===== src/sv/sliding_window_quote_stats_core_macros.svh =====
// Assertion macros for the sliding window quote statistics core.
// Included by the core top level, the one module that carries concurrent checks; no other dependencies.
`ifndef SLIDING_WINDOW_QUOTE_STATS_CORE_MACROS_SVH
`define SLIDING_WINDOW_QUOTE_STATS_CORE_MACROS_SVH

// Same-cycle implication, disabled during reset.
`define SWQS_ASSERT_SAME(label, clk, rst, ante, cons) \
   label: assert property (@(posedge clk) disable iff (rst) (ante) |-> (cons)) \
      else $error("swqs check failed");

// Next-cycle implication, disabled during reset.
`define SWQS_ASSERT_NEXT(label, clk, rst, ante, cons) \
   label: assert property (@(posedge clk) disable iff (rst) (ante) |=> (cons)) \
      else $error("swqs check failed");

`endif


===== src/sv/swqs_pkg.sv =====
// Shared constants and types of the sliding window quote statistics core.
// No dependencies; used by every module and interface of the block.
package swqs_pkg;

   localparam int WINDOW_DAYS = 32;
   localparam int QUOTE_W     = 32;
   localparam int PTR_W       = (WINDOW_DAYS > 1) ? $clog2(WINDOW_DAYS) : 1;
   localparam int STEP_W      = $clog2(WINDOW_DAYS + 1);
   localparam int CNT_W       = $clog2(WINDOW_DAYS + 1);
   localparam int SUM_W       = QUOTE_W - 1 + CNT_W;
   localparam int DIV_STEP_W  = $clog2(SUM_W + 1);

   localparam int FIX_ONE = 65536;
   localparam logic signed [QUOTE_W-1:0] MARK_UNFILLED  = QUOTE_W'(-3 * FIX_ONE);
   localparam logic signed [QUOTE_W-1:0] LIMIT_UNFILLED = QUOTE_W'(-2 * FIX_ONE);
   localparam logic signed [QUOTE_W-1:0] ANSWER_NONE    = QUOTE_W'(-1 * FIX_ONE);

   typedef struct packed {
      logic                      en;
      logic [PTR_W-1:0]          addr;
      logic signed [QUOTE_W-1:0] data;
   } wr_type;

   typedef struct packed {
      logic             en;
      logic [PTR_W-1:0] addr;
   } rd_type;

endpackage


===== src/sv/swqs_req_if.sv =====
// Request channel of the sliding window quote statistics core.
// Depends on swqs_pkg for the quote width.
interface swqs_req_if;
   logic                                valid;
   logic                                ready;
   logic signed [swqs_pkg::QUOTE_W-1:0] quote;

   modport source (output valid, output quote, input ready);
   modport sink (input valid, input quote, output ready);
endinterface


===== src/sv/swqs_rsp_if.sv =====
// Result channel of the sliding window quote statistics core.
// Depends on swqs_pkg for the quote width.
interface swqs_rsp_if;
   logic                                valid;
   logic                                ready;
   logic                                waiting;
   logic signed [swqs_pkg::QUOTE_W-1:0] max_quote;
   logic signed [swqs_pkg::QUOTE_W-1:0] min_quote;
   logic signed [swqs_pkg::QUOTE_W-1:0] avg_quote;

   modport source (output valid, output waiting, output max_quote, output min_quote,
                   output avg_quote, input ready);
   modport sink (input valid, input waiting, input max_quote, input min_quote,
                 input avg_quote, output ready);
endinterface


===== src/sv/sliding_window_quote_stats_core.sv =====
// Sliding window quote statistics core: top level with the scan sequencer.
// Uses swqs_pkg, swqs_req_if, swqs_rsp_if, swqs_window and swqs_divider.
//
//   channel    dir   handshake      payload
//   req_chan   in    valid/ready    quote (signed Q15.16)
//   rsp_chan   out   valid/ready    waiting, max_quote, min_quote, avg_quote
//
// Each request runs from accept to accept through one write, a scan of WINDOW_DAYS
// reads through the single store read port, and a restoring divide of one quotient bit
// per cycle for the mean. With the window unfilled or no non-negative quote in it the
// divide is skipped; a new request is taken only once the last one is through.
// Reset is synchronous; every entry then reads as the unfilled marker at once.
// A result waits in the output register while the next request is taken.
`include "sliding_window_quote_stats_core_macros.svh"

module sliding_window_quote_stats_core (
   input logic        clock,
   input logic        reset,
   swqs_req_if.sink   req_chan,
   swqs_rsp_if.source rsp_chan
);

   localparam logic [2:0] ST_IDLE = 3'd0;
   localparam logic [2:0] ST_SCAN = 3'd1;
   localparam logic [2:0] ST_EVAL = 3'd2;
   localparam logic [2:0] ST_DIV  = 3'd3;
   localparam logic [2:0] ST_DONE = 3'd4;

   logic [2:0]                          state_ff, state_in;
   logic [swqs_pkg::PTR_W-1:0]          ptr_ff, ptr_in;
   logic [swqs_pkg::PTR_W-1:0]          rd_addr_ff, rd_addr_in;
   logic [swqs_pkg::STEP_W-1:0]         step_ff, step_in;
   logic signed [swqs_pkg::QUOTE_W-1:0] oldest_ff, oldest_in;
   logic signed [swqs_pkg::QUOTE_W-1:0] mx_ff, mx_in;
   logic signed [swqs_pkg::QUOTE_W-1:0] mn_ff, mn_in;
   logic [swqs_pkg::SUM_W-1:0]          sum_ff, sum_in;
   logic [swqs_pkg::CNT_W-1:0]          cnt_ff, cnt_in;
   logic                                rsp_valid_ff, rsp_valid_in;
   logic                                waiting_ff, waiting_in;
   logic signed [swqs_pkg::QUOTE_W-1:0] max_out_ff, max_out_in;
   logic signed [swqs_pkg::QUOTE_W-1:0] min_out_ff, min_out_in;
   logic signed [swqs_pkg::QUOTE_W-1:0] avg_out_ff, avg_out_in;

   swqs_pkg::wr_type                    wr;
   swqs_pkg::rd_type                    rd;
   logic signed [swqs_pkg::QUOTE_W-1:0] rd_data;
   logic                                div_start;
   logic                                div_done;
   logic [swqs_pkg::SUM_W-1:0]          div_quotient;
   logic                                accept_req;
   logic                                nonneg;

   swqs_window u_window (
      .clock   (clock),
      .reset   (reset),
      .wr      (wr),
      .rd      (rd),
      .rd_data (rd_data)
   );

   swqs_divider u_divider (
      .clock    (clock),
      .reset    (reset),
      .start    (div_start),
      .dividend (sum_ff),
      .divisor  (cnt_ff),
      .done     (div_done),
      .quotient (div_quotient)
   );

   assign req_chan.ready = (state_ff == ST_IDLE);
   assign accept_req     = req_chan.valid && req_chan.ready;
   assign nonneg         = !rd_data[swqs_pkg::QUOTE_W-1];

   always_comb begin
      state_in     = state_ff;
      ptr_in       = ptr_ff;
      rd_addr_in   = rd_addr_ff;
      step_in      = step_ff;
      oldest_in    = oldest_ff;
      mx_in        = mx_ff;
      mn_in        = mn_ff;
      sum_in       = sum_ff;
      cnt_in       = cnt_ff;
      waiting_in   = waiting_ff;
      max_out_in   = max_out_ff;
      min_out_in   = min_out_ff;
      avg_out_in   = avg_out_ff;
      rsp_valid_in = rsp_valid_ff && !rsp_chan.ready;
      wr           = '0;
      rd           = '0;
      div_start    = 1'b0;
      unique case (state_ff)
         ST_IDLE: begin
            if (accept_req) begin
               wr.en      = 1'b1;
               wr.addr    = ptr_ff;
               wr.data    = req_chan.quote;
               ptr_in     = (ptr_ff == swqs_pkg::PTR_W'(swqs_pkg::WINDOW_DAYS - 1))
                            ? '0 : ptr_ff + 1'b1;
               rd_addr_in = ptr_in;
               step_in    = '0;
               state_in   = ST_SCAN;
            end
         end
         ST_SCAN: begin
            if (step_ff < swqs_pkg::STEP_W'(swqs_pkg::WINDOW_DAYS)) begin
               rd.en      = 1'b1;
               rd.addr    = rd_addr_ff;
               rd_addr_in = (rd_addr_ff == swqs_pkg::PTR_W'(swqs_pkg::WINDOW_DAYS - 1))
                            ? '0 : rd_addr_ff + 1'b1;
            end else begin
               state_in = ST_EVAL;
            end
            if (step_ff == swqs_pkg::STEP_W'(1)) begin
               oldest_in = rd_data;
               mx_in     = rd_data;
               mn_in     = rd_data;
               sum_in    = nonneg ? swqs_pkg::SUM_W'(rd_data[swqs_pkg::QUOTE_W-2:0]) : '0;
               cnt_in    = swqs_pkg::CNT_W'(nonneg);
            end else if (step_ff != '0) begin
               if (rd_data > mx_ff) begin
                  mx_in = rd_data;
               end
               if (nonneg) begin
                  if (mn_ff[swqs_pkg::QUOTE_W-1] || (rd_data < mn_ff)) begin
                     mn_in = rd_data;
                  end
                  sum_in = sum_ff + swqs_pkg::SUM_W'(rd_data[swqs_pkg::QUOTE_W-2:0]);
                  cnt_in = cnt_ff + 1'b1;
               end
            end
            step_in = step_ff + 1'b1;
         end
         ST_EVAL: begin
            if ((oldest_ff < swqs_pkg::LIMIT_UNFILLED) || (cnt_ff == '0)) begin
               state_in = ST_DONE;
            end else begin
               div_start = 1'b1;
               state_in  = ST_DIV;
            end
         end
         ST_DIV: begin
            if (div_done) begin
               state_in = ST_DONE;
            end
         end
         ST_DONE: begin
            if (!rsp_valid_ff || rsp_chan.ready) begin
               rsp_valid_in = 1'b1;
               waiting_in   = oldest_ff[swqs_pkg::QUOTE_W-1];
               if (oldest_ff < swqs_pkg::LIMIT_UNFILLED) begin
                  max_out_in = swqs_pkg::ANSWER_NONE;
                  min_out_in = swqs_pkg::ANSWER_NONE;
                  avg_out_in = swqs_pkg::ANSWER_NONE;
               end else begin
                  max_out_in = mx_ff;
                  min_out_in = mn_ff;
                  avg_out_in = (cnt_ff == '0) ? swqs_pkg::ANSWER_NONE
                               : div_quotient[swqs_pkg::QUOTE_W-1:0];
               end
               state_in = ST_IDLE;
            end
         end
         default: begin
            state_in = ST_IDLE;
         end
      endcase
   end

   always_ff @(posedge clock) begin
      if (reset) begin
         state_ff     <= ST_IDLE;
         ptr_ff       <= '0;
         rsp_valid_ff <= 1'b0;
      end else begin
         state_ff     <= state_in;
         ptr_ff       <= ptr_in;
         rsp_valid_ff <= rsp_valid_in;
      end
      rd_addr_ff <= rd_addr_in;
      step_ff    <= step_in;
      oldest_ff  <= oldest_in;
      mx_ff      <= mx_in;
      mn_ff      <= mn_in;
      sum_ff     <= sum_in;
      cnt_ff     <= cnt_in;
      waiting_ff <= waiting_in;
      max_out_ff <= max_out_in;
      min_out_ff <= min_out_in;
      avg_out_ff <= avg_out_in;
   end

   assign rsp_chan.valid     = rsp_valid_ff;
   assign rsp_chan.waiting   = waiting_ff;
   assign rsp_chan.max_quote = max_out_ff;
   assign rsp_chan.min_quote = min_out_ff;
   assign rsp_chan.avg_quote = avg_out_ff;

   `SWQS_ASSERT_NEXT(a_accept_starts_scan, clock, reset, accept_req, (state_ff == ST_SCAN) && (step_ff == '0))
   `SWQS_ASSERT_SAME(a_div_has_count, clock, reset, state_ff == ST_DIV, cnt_ff != '0)
   `SWQS_ASSERT_SAME(a_max_covers_min, clock, reset, state_ff == ST_DIV, mx_ff >= mn_ff)
   `SWQS_ASSERT_SAME(a_done_in_div, clock, reset, div_done, state_ff == ST_DIV)

endmodule


===== src/sv/swqs_window.sv =====
// Window store: one write port, one registered read port, per-entry valid bits.
// Entries never written read as the unfilled marker. Depends on swqs_pkg.
module swqs_window (
   input  logic                                clock,
   input  logic                                reset,
   input  swqs_pkg::wr_type                    wr,
   input  swqs_pkg::rd_type                    rd,
   output logic signed [swqs_pkg::QUOTE_W-1:0] rd_data
);

   logic signed [swqs_pkg::QUOTE_W-1:0] mem_ff [swqs_pkg::WINDOW_DAYS];
   logic [swqs_pkg::WINDOW_DAYS-1:0]    valid_ff;
   logic signed [swqs_pkg::QUOTE_W-1:0] rd_data_ff;

   always_ff @(posedge clock) begin
      if (wr.en) begin
         mem_ff[wr.addr] <= wr.data;
      end
   end

   always_ff @(posedge clock) begin
      if (reset) begin
         valid_ff <= '0;
      end else if (wr.en) begin
         valid_ff[wr.addr] <= 1'b1;
      end
   end

   always_ff @(posedge clock) begin
      if (rd.en) begin
         rd_data_ff <= valid_ff[rd.addr] ? mem_ff[rd.addr] : swqs_pkg::MARK_UNFILLED;
      end
   end

   assign rd_data = rd_data_ff;

endmodule


===== src/sv/swqs_divider.sv =====
// Restoring divider, one quotient bit per cycle, for the window mean.
// Divides the non-negative sum by the count of non-negative entries. Depends on swqs_pkg.
module swqs_divider (
   input  logic                             clock,
   input  logic                             reset,
   input  logic                             start,
   input  logic [swqs_pkg::SUM_W-1:0]       dividend,
   input  logic [swqs_pkg::CNT_W-1:0]       divisor,
   output logic                             done,
   output logic [swqs_pkg::SUM_W-1:0]       quotient
);

   logic                             busy_ff, busy_in;
   logic                             done_ff, done_in;
   logic [swqs_pkg::DIV_STEP_W-1:0]  count_ff, count_in;
   logic [swqs_pkg::SUM_W-1:0]       quo_ff, quo_in;
   logic [swqs_pkg::CNT_W-1:0]       rem_ff, rem_in;
   logic [swqs_pkg::CNT_W-1:0]       div_ff, div_in;
   logic [swqs_pkg::CNT_W:0]         cand;
   logic                             fits;

   always_comb begin
      busy_in  = busy_ff;
      done_in  = 1'b0;
      count_in = count_ff;
      quo_in   = quo_ff;
      rem_in   = rem_ff;
      div_in   = div_ff;
      cand     = {rem_ff, quo_ff[swqs_pkg::SUM_W-1]};
      fits     = (cand >= {1'b0, div_ff});
      if (start) begin
         busy_in  = 1'b1;
         count_in = '0;
         quo_in   = dividend;
         rem_in   = '0;
         div_in   = divisor;
      end else if (busy_ff) begin
         rem_in   = fits ? swqs_pkg::CNT_W'(cand - {1'b0, div_ff})
                         : cand[swqs_pkg::CNT_W-1:0];
         quo_in   = {quo_ff[swqs_pkg::SUM_W-2:0], fits};
         count_in = count_ff + 1'b1;
         if (count_ff == swqs_pkg::DIV_STEP_W'(swqs_pkg::SUM_W - 1)) begin
            busy_in = 1'b0;
            done_in = 1'b1;
         end
      end
   end

   always_ff @(posedge clock) begin
      if (reset) begin
         busy_ff <= 1'b0;
         done_ff <= 1'b0;
      end else begin
         busy_ff <= busy_in;
         done_ff <= done_in;
      end
      count_ff <= count_in;
      quo_ff   <= quo_in;
      rem_ff   <= rem_in;
      div_ff   <= div_in;
   end

   assign done     = done_ff;
   assign quotient = quo_ff;

endmodule

===== src/flat_wrapper.sv =====
// flat-port wrapper written by rule: the top's interface ports become plain ports
module sliding_window_quote_stats_core_flat 
  (clock, reset, req_chan_valid, req_chan_quote, req_chan_ready, rsp_chan_valid, rsp_chan_waiting, rsp_chan_max_quote, rsp_chan_min_quote, rsp_chan_avg_quote, rsp_chan_ready);
  swqs_req_if req_chan_i ();
  swqs_rsp_if rsp_chan_i ();
  input logic clock;
  input logic reset;
  input wire logic [$bits(req_chan_i.valid)-1:0] req_chan_valid;
  input wire logic [$bits(req_chan_i.quote)-1:0] req_chan_quote;
  output wire logic [$bits(req_chan_i.ready)-1:0] req_chan_ready;
  output wire logic [$bits(rsp_chan_i.valid)-1:0] rsp_chan_valid;
  output wire logic [$bits(rsp_chan_i.waiting)-1:0] rsp_chan_waiting;
  output wire logic [$bits(rsp_chan_i.max_quote)-1:0] rsp_chan_max_quote;
  output wire logic [$bits(rsp_chan_i.min_quote)-1:0] rsp_chan_min_quote;
  output wire logic [$bits(rsp_chan_i.avg_quote)-1:0] rsp_chan_avg_quote;
  input wire logic [$bits(rsp_chan_i.ready)-1:0] rsp_chan_ready;
  assign req_chan_i.valid = req_chan_valid;
  assign req_chan_i.quote = req_chan_quote;
  assign req_chan_ready = req_chan_i.ready;
  assign rsp_chan_valid = rsp_chan_i.valid;
  assign rsp_chan_waiting = rsp_chan_i.waiting;
  assign rsp_chan_max_quote = rsp_chan_i.max_quote;
  assign rsp_chan_min_quote = rsp_chan_i.min_quote;
  assign rsp_chan_avg_quote = rsp_chan_i.avg_quote;
  assign rsp_chan_i.ready = rsp_chan_ready;
  sliding_window_quote_stats_core u_core (.clock(clock), .reset(reset), .req_chan(req_chan_i), .rsp_chan(rsp_chan_i));
endmodule

===== config.mk =====
export PLATFORM = sky130hd
export DESIGN_NAME = sliding_window_quote_stats_core_flat
export DESIGN_NICKNAME = d
export VERILOG_FILES = /design/src/sv/swqs_pkg.sv /design/src/sv/swqs_req_if.sv /design/src/sv/swqs_rsp_if.sv /design/src/sv/sliding_window_quote_stats_core.sv /design/src/sv/swqs_window.sv /design/src/sv/swqs_divider.sv /design/src/flat_wrapper.sv
export VERILOG_INCLUDE_DIRS = /design/src /design/src/sv
export SDC_FILE = /design/constraint.sdc
export NUM_CORES = 2
export LEC_CHECK = 0
export BUFFER_PORTS_ARGS = -buffer_cell sky130_fd_sc_hd__buf_2
export CAP_MARGIN = 20
export CELL_PAD_IN_SITES_DETAIL_PLACEMENT = 0
export CELL_PAD_IN_SITES_GLOBAL_PLACEMENT = 1
export CORE_UTILIZATION = 31
export DETAILED_ROUTE_END_ITERATION = 8
export PLACE_DENSITY = 0.52
export REMOVE_ABC_BUFFERS = 1
export SLEW_MARGIN = 20
export SYNTH_ARGS = -nofsm -noshare
export SYNTH_HDL_FRONTEND = slang
export SYNTH_SLANG_ARGS = --single-unit

===== constraint.sdc =====
create_clock -name clock -period 7.5 [get_ports clock]
set_input_delay 0.75 -clock clock [delete_from_list [all_inputs] [get_ports clock]]
set_output_delay 0.75 -clock clock [all_outputs]
set_load 0.005 [all_outputs]

* Word level (Yosys, flattened, before mapping)
Memories as Yosys holds them, arrays and structs flattened. A register that Yosys moved wholly into a read port is not among the register bits.
Cells that the tools add are included.
** Word-level totals
- Flip-flop bits (word level) :: 345
- Memory bits (writable) :: 1024
- Input port bits :: 36
- Output and inout bits :: 99
- Logic and storage cells :: 131
- Memories kept :: 1
** Memories
- u_core.u_window.mem_ff :: depth 32, width 32, read ports 1, clocked after Yosys merged registers in 1, write ports 1, line swqs_window.sv:11 : logic signed [swqs_pkg::QUOTE_W-1:0] mem_ff [swqs_pkg::WINDOW_DAYS];
** Operators by class
- Add/sub/neg operators :: 7
- Magnitude comparators :: 8
- Equality and inequality tests :: 14
- Multiplexer cells :: 48
- Bitwise logic cells :: 2
- Reduce and logical (&&, ||, !) cells :: 29
** Operator list (number)
- two-way mux 32 bit :: 7
- two-way mux 37 bit :: 5
- two-way mux 38 bit :: 2
- adder 37 x 31 -> 37 bit :: 1
- two-way mux 6 bit :: 6
- greater-than comparator 32 bit :: 1
- less-than comparator 32 x 18 -> 1 bit (second input constant) :: 1
- less-than comparator 32 bit :: 1
- OR 32 bit :: 1
- two-way mux 31 bit :: 1
- two-way mux 5 bit :: 4
- adder 6 x 1 -> 6 bit (second input constant) :: 3
- two-way mux 3 bit :: 5
- case mux 3 bit (5 select lines) :: 1
- two-way mux 1 bit :: 13
- less-than comparator 5 x 6 -> 1 bit (second input constant) :: 2
- case mux 6 bit (2 select lines) :: 1
- adder 5 x 1 -> 5 bit (second input constant) :: 2
- == test 5 bit (second input constant) :: 2
- case mux 5 bit (2 select lines) :: 1
- nonzero test 2 bit :: 5
- AND reduction 3 bit :: 3
- AND reduction 2 bit :: 4
- AND reduction 4 bit :: 2
- other kinds (22) :: 34

* Logic depth before layout (Yosys ltp)
- Depth after elaboration :: 9
- Mapped depth :: 13
- Mapped depth without buffers :: 10

* Cells and area by module
From an unflattened synthesis, not the netlist that was laid out.
** Unflattened totals
- Cells, all modules :: 3394
- Area total of the unflattened synthesis :: 57087.3 sq um
** By module, submodules not included
- swqs_window :: times used 1, cells an instance 2122, area an instance 41810.1 sq um, sequential area each 32351.0 sq um
- sliding_window_quote_stats_core :: times used 1, cells an instance 1078, area an instance 12629.6 sq um, sequential area each 7086.8 sq um
- swqs_divider :: times used 1, cells an instance 194, area an instance 2647.5 sq um, sequential area each 1571.5 sq um

* Worst setup path after synthesis
No wires, ideal clock.
- Path type :: reg-to-reg
- Start point :: register u_core.state_ff[0]
- End point :: memory u_core.u_window.mem_ff[6][0] in the netlist's numbering (enable)
- Library setup time :: 0.470 ns
- Data arrival time :: 3.886 ns
- Required time :: 7.030 ns
- Setup slack :: 3.144 ns
- Cell stages (with the launch flop) :: 7
- Path buffers :: 1
- Period minus slack after synthesis :: 4.356 ns
- Cells stage by stage :: dfxtp_1 > nor3_1 > nand2_1 > clkbuf_1 > nor2_1 > nand3b_1 > nor3b_1
** Between the ends
- Longest elaborated chain between the ends :: 6
** Ends and longest elaborated chain
- start, declared :: line sliding_window_quote_stats_core.sv:29 : logic [2:0] state_ff, state_in;
- start signal, assigned :: line sliding_window_quote_stats_core.sv:177 : state_ff <= state_in;
- zero test 3 bit * :: line sliding_window_quote_stats_core.sv:71, sliding_window_quote_stats_core.sv:93
- logical AND 1 bit :: line sliding_window_quote_stats_core.sv:72 : assign accept_req = req_chan.valid && req_chan.ready;
- two-way mux 38 bit :: line sliding_window_quote_stats_core.sv:95 : if (accept_req) begin
- two-way mux 38 bit * :: line sliding_window_quote_stats_core.sv:93 : unique case (state_ff)
- two-way mux 1 bit :: line swqs_window.sv:16 : if (wr.en) begin
- two-way mux 1 bit (not written as such) :: line swqs_window.sv:17 : mem_ff[wr.addr] <= wr.data;
- end, declared :: line swqs_window.sv:11
Every way passes the cells marked *; elsewhere a longest branch is shown, timed or not.

* Final worst setup path
- Start point :: register u_core.state_ff[1]
- End point :: register u_core.u_window.rd_data_ff (netlist bit u_core.u_window.rd_data[8]) (read register of u_core.u_window.mem_ff), data pin
** Between the ends
- Longest elaborated chain between the ends :: 5
** Ends and longest elaborated chain
- == test 3 x 1 -> 1 bit * :: line sliding_window_quote_stats_core.sv:93
- two-way mux 6 bit * :: line sliding_window_quote_stats_core.sv:93
- binary-select mux 1 bit (select 5 bit) :: line swqs_window.sv:31 : rd_data_ff <= valid_ff[rd.addr] ? mem_ff[rd.addr] : swqs_pkg::MARK_UNFILLED;
- two-way mux 1 bit (not written as such) :: line swqs_window.sv:31
- zero test 1 bit (no source line)
- end, declared :: line swqs_window.sv:13 : logic signed [swqs_pkg::QUOTE_W-1:0] rd_data_ff;
Every way passes the cells marked *; elsewhere a longest branch is shown, timed or not. The select of a mux whose other input is x is not followed.
A chain may end at the register's enable or synchronous reset.

==> metrics.txt <==
setup repair after global routing missed its margin=false; Max-cap violations=0; Core Box Area=181500 µm²; clock tree root driver cell=sky130_fd_sc_hd__clkbuf_16; count of port buffers added during placement=134; final setup vio count=0; Die Width=430.3 µm; nature of the critical path startpoint=flop; time the worst path needs with I/O delays and setup=4858 ps; antenna violations before repair=3; type of element capturing the critical path=flop; maximum clock skew at final layout=37.93 ps; final std cell area, no fill=65370 µm²; slew at the pin with the worst max-slew slack=1143 ps; pin count of the biggest net entering global routing=134; maximum count of clock buffers along a single path=3; hold violation count in the final report=0; Synth Flop Type=sky130_fd_sc_hd__edfxtp_1; number of global-route vias before repair=32620; grt total ovfl=0; DRT iter0 DRCs=2644; worst hold-check path type=primary input to flop; post-route fraction of the period consumed by the critical path=64.78%; total of warnings raised by yosys=0; Die Y-Extent=430.3 µm; final wirelength=166700 µm; Yosys cell types=73; P per Cell Area=280.1 nW/µm²; WP data required=7990 ps; number of gates resized after cts=0; worst-case headroom to the max-slew limit=23.77%; net count of the finished layout=4001; number of vias after detailed routing=32060; leakage power of the design=0.02211 µW; share of layout cells above drive strength 1=15.94%; fraction of registers with async set/reset=0%; status=completed; TritonCTS clock tree=yes; register bit total from synthesis=1384; number of sinks on the clock net=1384; critical path fanouts, max=48; sequential share of the synthesized area=72.11%; area grow syn2layout=14.94%; H-Tree Depth=4; synthesized instance count=3700; count of flip-flops with a built-in enable after synthesis=1329; post-CTS repair timing setup buffer count=0; mean instance size in the synthesized netlist=15.37 µm²; clock insertion delay at the later pin of the skew report=800 ps; initial core utilization=31.33%; kind of critical path=flop to flop; standard cell area after detailed placement=60540 µm²; synthesized cell area=56870 µm²; vias per cell=5.055; HPWL after detailed placement=94760 µm; Critical Path AT=5350 ps; Wirelength per Cell=26.28 µm; Clk pin slew, worst setup/hold paths=60 ps; peak supply drop=0.2092 mV; Routed Antenna Nets=0; clock buffer count from CTS=155; CTS Hold Bufs=0; Max Slew Vio Count=0; router iterations before antenna repair=7; number of cells in the finished layout apart from fillers=6343; first-pass GRT wire length=239500 µm; Final Wtd Congestion=0.7927; total I/O pin count=135; achievable frequency=205.8 MHz; all-layer global routing usage=17.91%; floorplan row count=156; Die Outline Area=185200 µm²; number of remaining DRC errors=0; instance count after placement with tap cells included=6065
[path summary, 6_finish.rpt]
kind	cells after the start	to	start	slack, ps
setup / recovery	10	u_core.u_window.rd_data[8]	u_core.state_ff[1]	2640
hold / removal	3	u_core.rsp_chan.valid	rsp_chan_ready	450
setup reg to reg	10	u_core.u_window.rd_data[8]	u_core.state_ff[1]	2640
hold reg to reg	2	u_core.u_window.valid_ff[11]	u_core.u_window.valid_ff[11]	470
[per-stage QoR]
| stage | hold WS, ps | worst slack [ps] | utilization, % | power [µW] | setup TNS [ps] |
|---|---|---|---|---|---|
| 3_5_place_dp | 450.9 | 2641 | 33.35 | 11220 | 0 |
| 2_1_floorplan | 426.0 | -2098 | - | 10400 | -82760 |
| 6_report | 452.1 | 2642 | 36.01 | 18310 | 0 |
| 3_3_place_gp | 442.4 | 2603 | 33.35 | 11220 | 0 |
| 5_1_grt | 451.9 | 2431 | 36.01 | 18980 | 0 |
| 4_1_cts | 430.2 | 2624 | 36.00 | 18520 | 0 |
[registers in the layout, indices dropped and copies added, names as in the netlist, 15 cells and up]
register                   count
u_core.u_window.mem_ff      1024
u_core.sum_ff                 37
u_core.u_divider.quotient     37
u_core.mn_ff                  32
u_core.mx_ff                  32
u_core.rsp_chan.avg_quote     32
u_core.rsp_chan.max_quote     32
u_core.rsp_chan.min_quote     32
u_core.u_window.rd_data       32
u_core.u_window.valid_ff      32
u_core.oldest_ff              15
[worst max-delay path, cell delays in order, from the launching register on]
cell and delay, ps:
sky130_fd_sc_hd__dfxtp_1 430, sky130_fd_sc_hd__nor2_1 260, sky130_fd_sc_hd__nand2_4 230, sky130_fd_sc_hd__inv_4 400, sky130_fd_sc_hd__and2_4 760, sky130_fd_sc_hd__buf_4 740, sky130_fd_sc_hd__mux4_2 400, sky130_fd_sc_hd__nand2_1 80
sky130_fd_sc_hd__nand3_1 80, sky130_fd_sc_hd__a32oi_1 960, sky130_fd_sc_hd__nor2_1 70
[cells by family (layout without fill, tap and decap cells)]
kind of cell	count (synthesis)	after routing	synth area share [%]
multiplexers	265	265	7.526
buffers and inverters	308	579	2.224
adder cells (fa/ha/maj)	113	113	2.512
other	0	2	0
AO/OA/AOI/OAI	649	649	7.297
AND/OR/NAND/NOR	932	932	7.579
flip-flops	1384	1384	72.11
XOR/XNOR	49	49	0.7546
[layout by cell type (no fill, tap or decap), drive strengths merged, types with 94 or more instances in the layout]
cell	instances
ha	111
mux2i	134
a21oi	143
nand3	94
clkbuf	207
nor2	250
mux4	130
nand2	342
o21ai	134
inv	104
buf	207
edfxtp	1329
[cell usage after synthesis, drive strengths merged, types with 4 or more instances]
library cell / instances / area share (%)
dfxtp: 55 / 1.9
a21o: 25 / 0.33
o21a: 4 / 0.053
clkbuf: 122 / 0.81
o31ai: 6 / 0.079
nand2b: 23 / 0.25
inv: 95 / 0.63
nor2: 250 / 1.6
a32oi: 18 / 0.28
a31o: 4 / 0.062
nor3b: 5 / 0.066
nor3: 18 / 0.16
nand3: 94 / 0.83
and2: 58 / 0.64
xnor2: 25 / 0.38
a211oi: 72 / 0.95
o22ai: 68 / 0.75
xor2: 24 / 0.37
a2111oi: 10 / 0.16
nand4: 20 / 0.22
ha: 111 / 2.4
a21oi: 143 / 1.3
nand2: 342 / 2.3
edfxtp: 1329 / 70
nand3b: 36 / 0.48
mux4: 130 / 5.1
buf: 90 / 0.79
nor2b: 12 / 0.15
mux2i: 134 / 2.4
and3: 56 / 0.62
o211ai: 66 / 0.87
o21ai: 134 / 1.2
o21bai: 4 / 0.053
a31oi: 54 / 0.59
a221o: 15 / 0.26
[routing by layer]
metal / global-route usage, % / up-vias / part of all wire (%)
met2: 30.49 / 679 / 49
met4: 3.915 / 0 / 1.8
li1: - / 14640 / -
met1: 24.23 / 16560 / 45
met3: 2.510 / 184 / 3.7
met5: 0 / - / 0
[final cells by class]
type                       instances  area [µm²]
fill                           17400      116200
sequential                      1384       41010
multi-input combinational       2008       14960
clock buffer                     207        4227
tap                             2370        2965
timing repair buffer             207        1269
clock inverter                    69       573.1
inverter                          96       362.8
antenna                            2       5.005
[power breakdown]
part / switching, µW / internal [µW]
Sequential: 133 / 8720
Clock: 3140 / 4140
Combinational: 1460 / 714
Power figures use the tool's default switching activity.
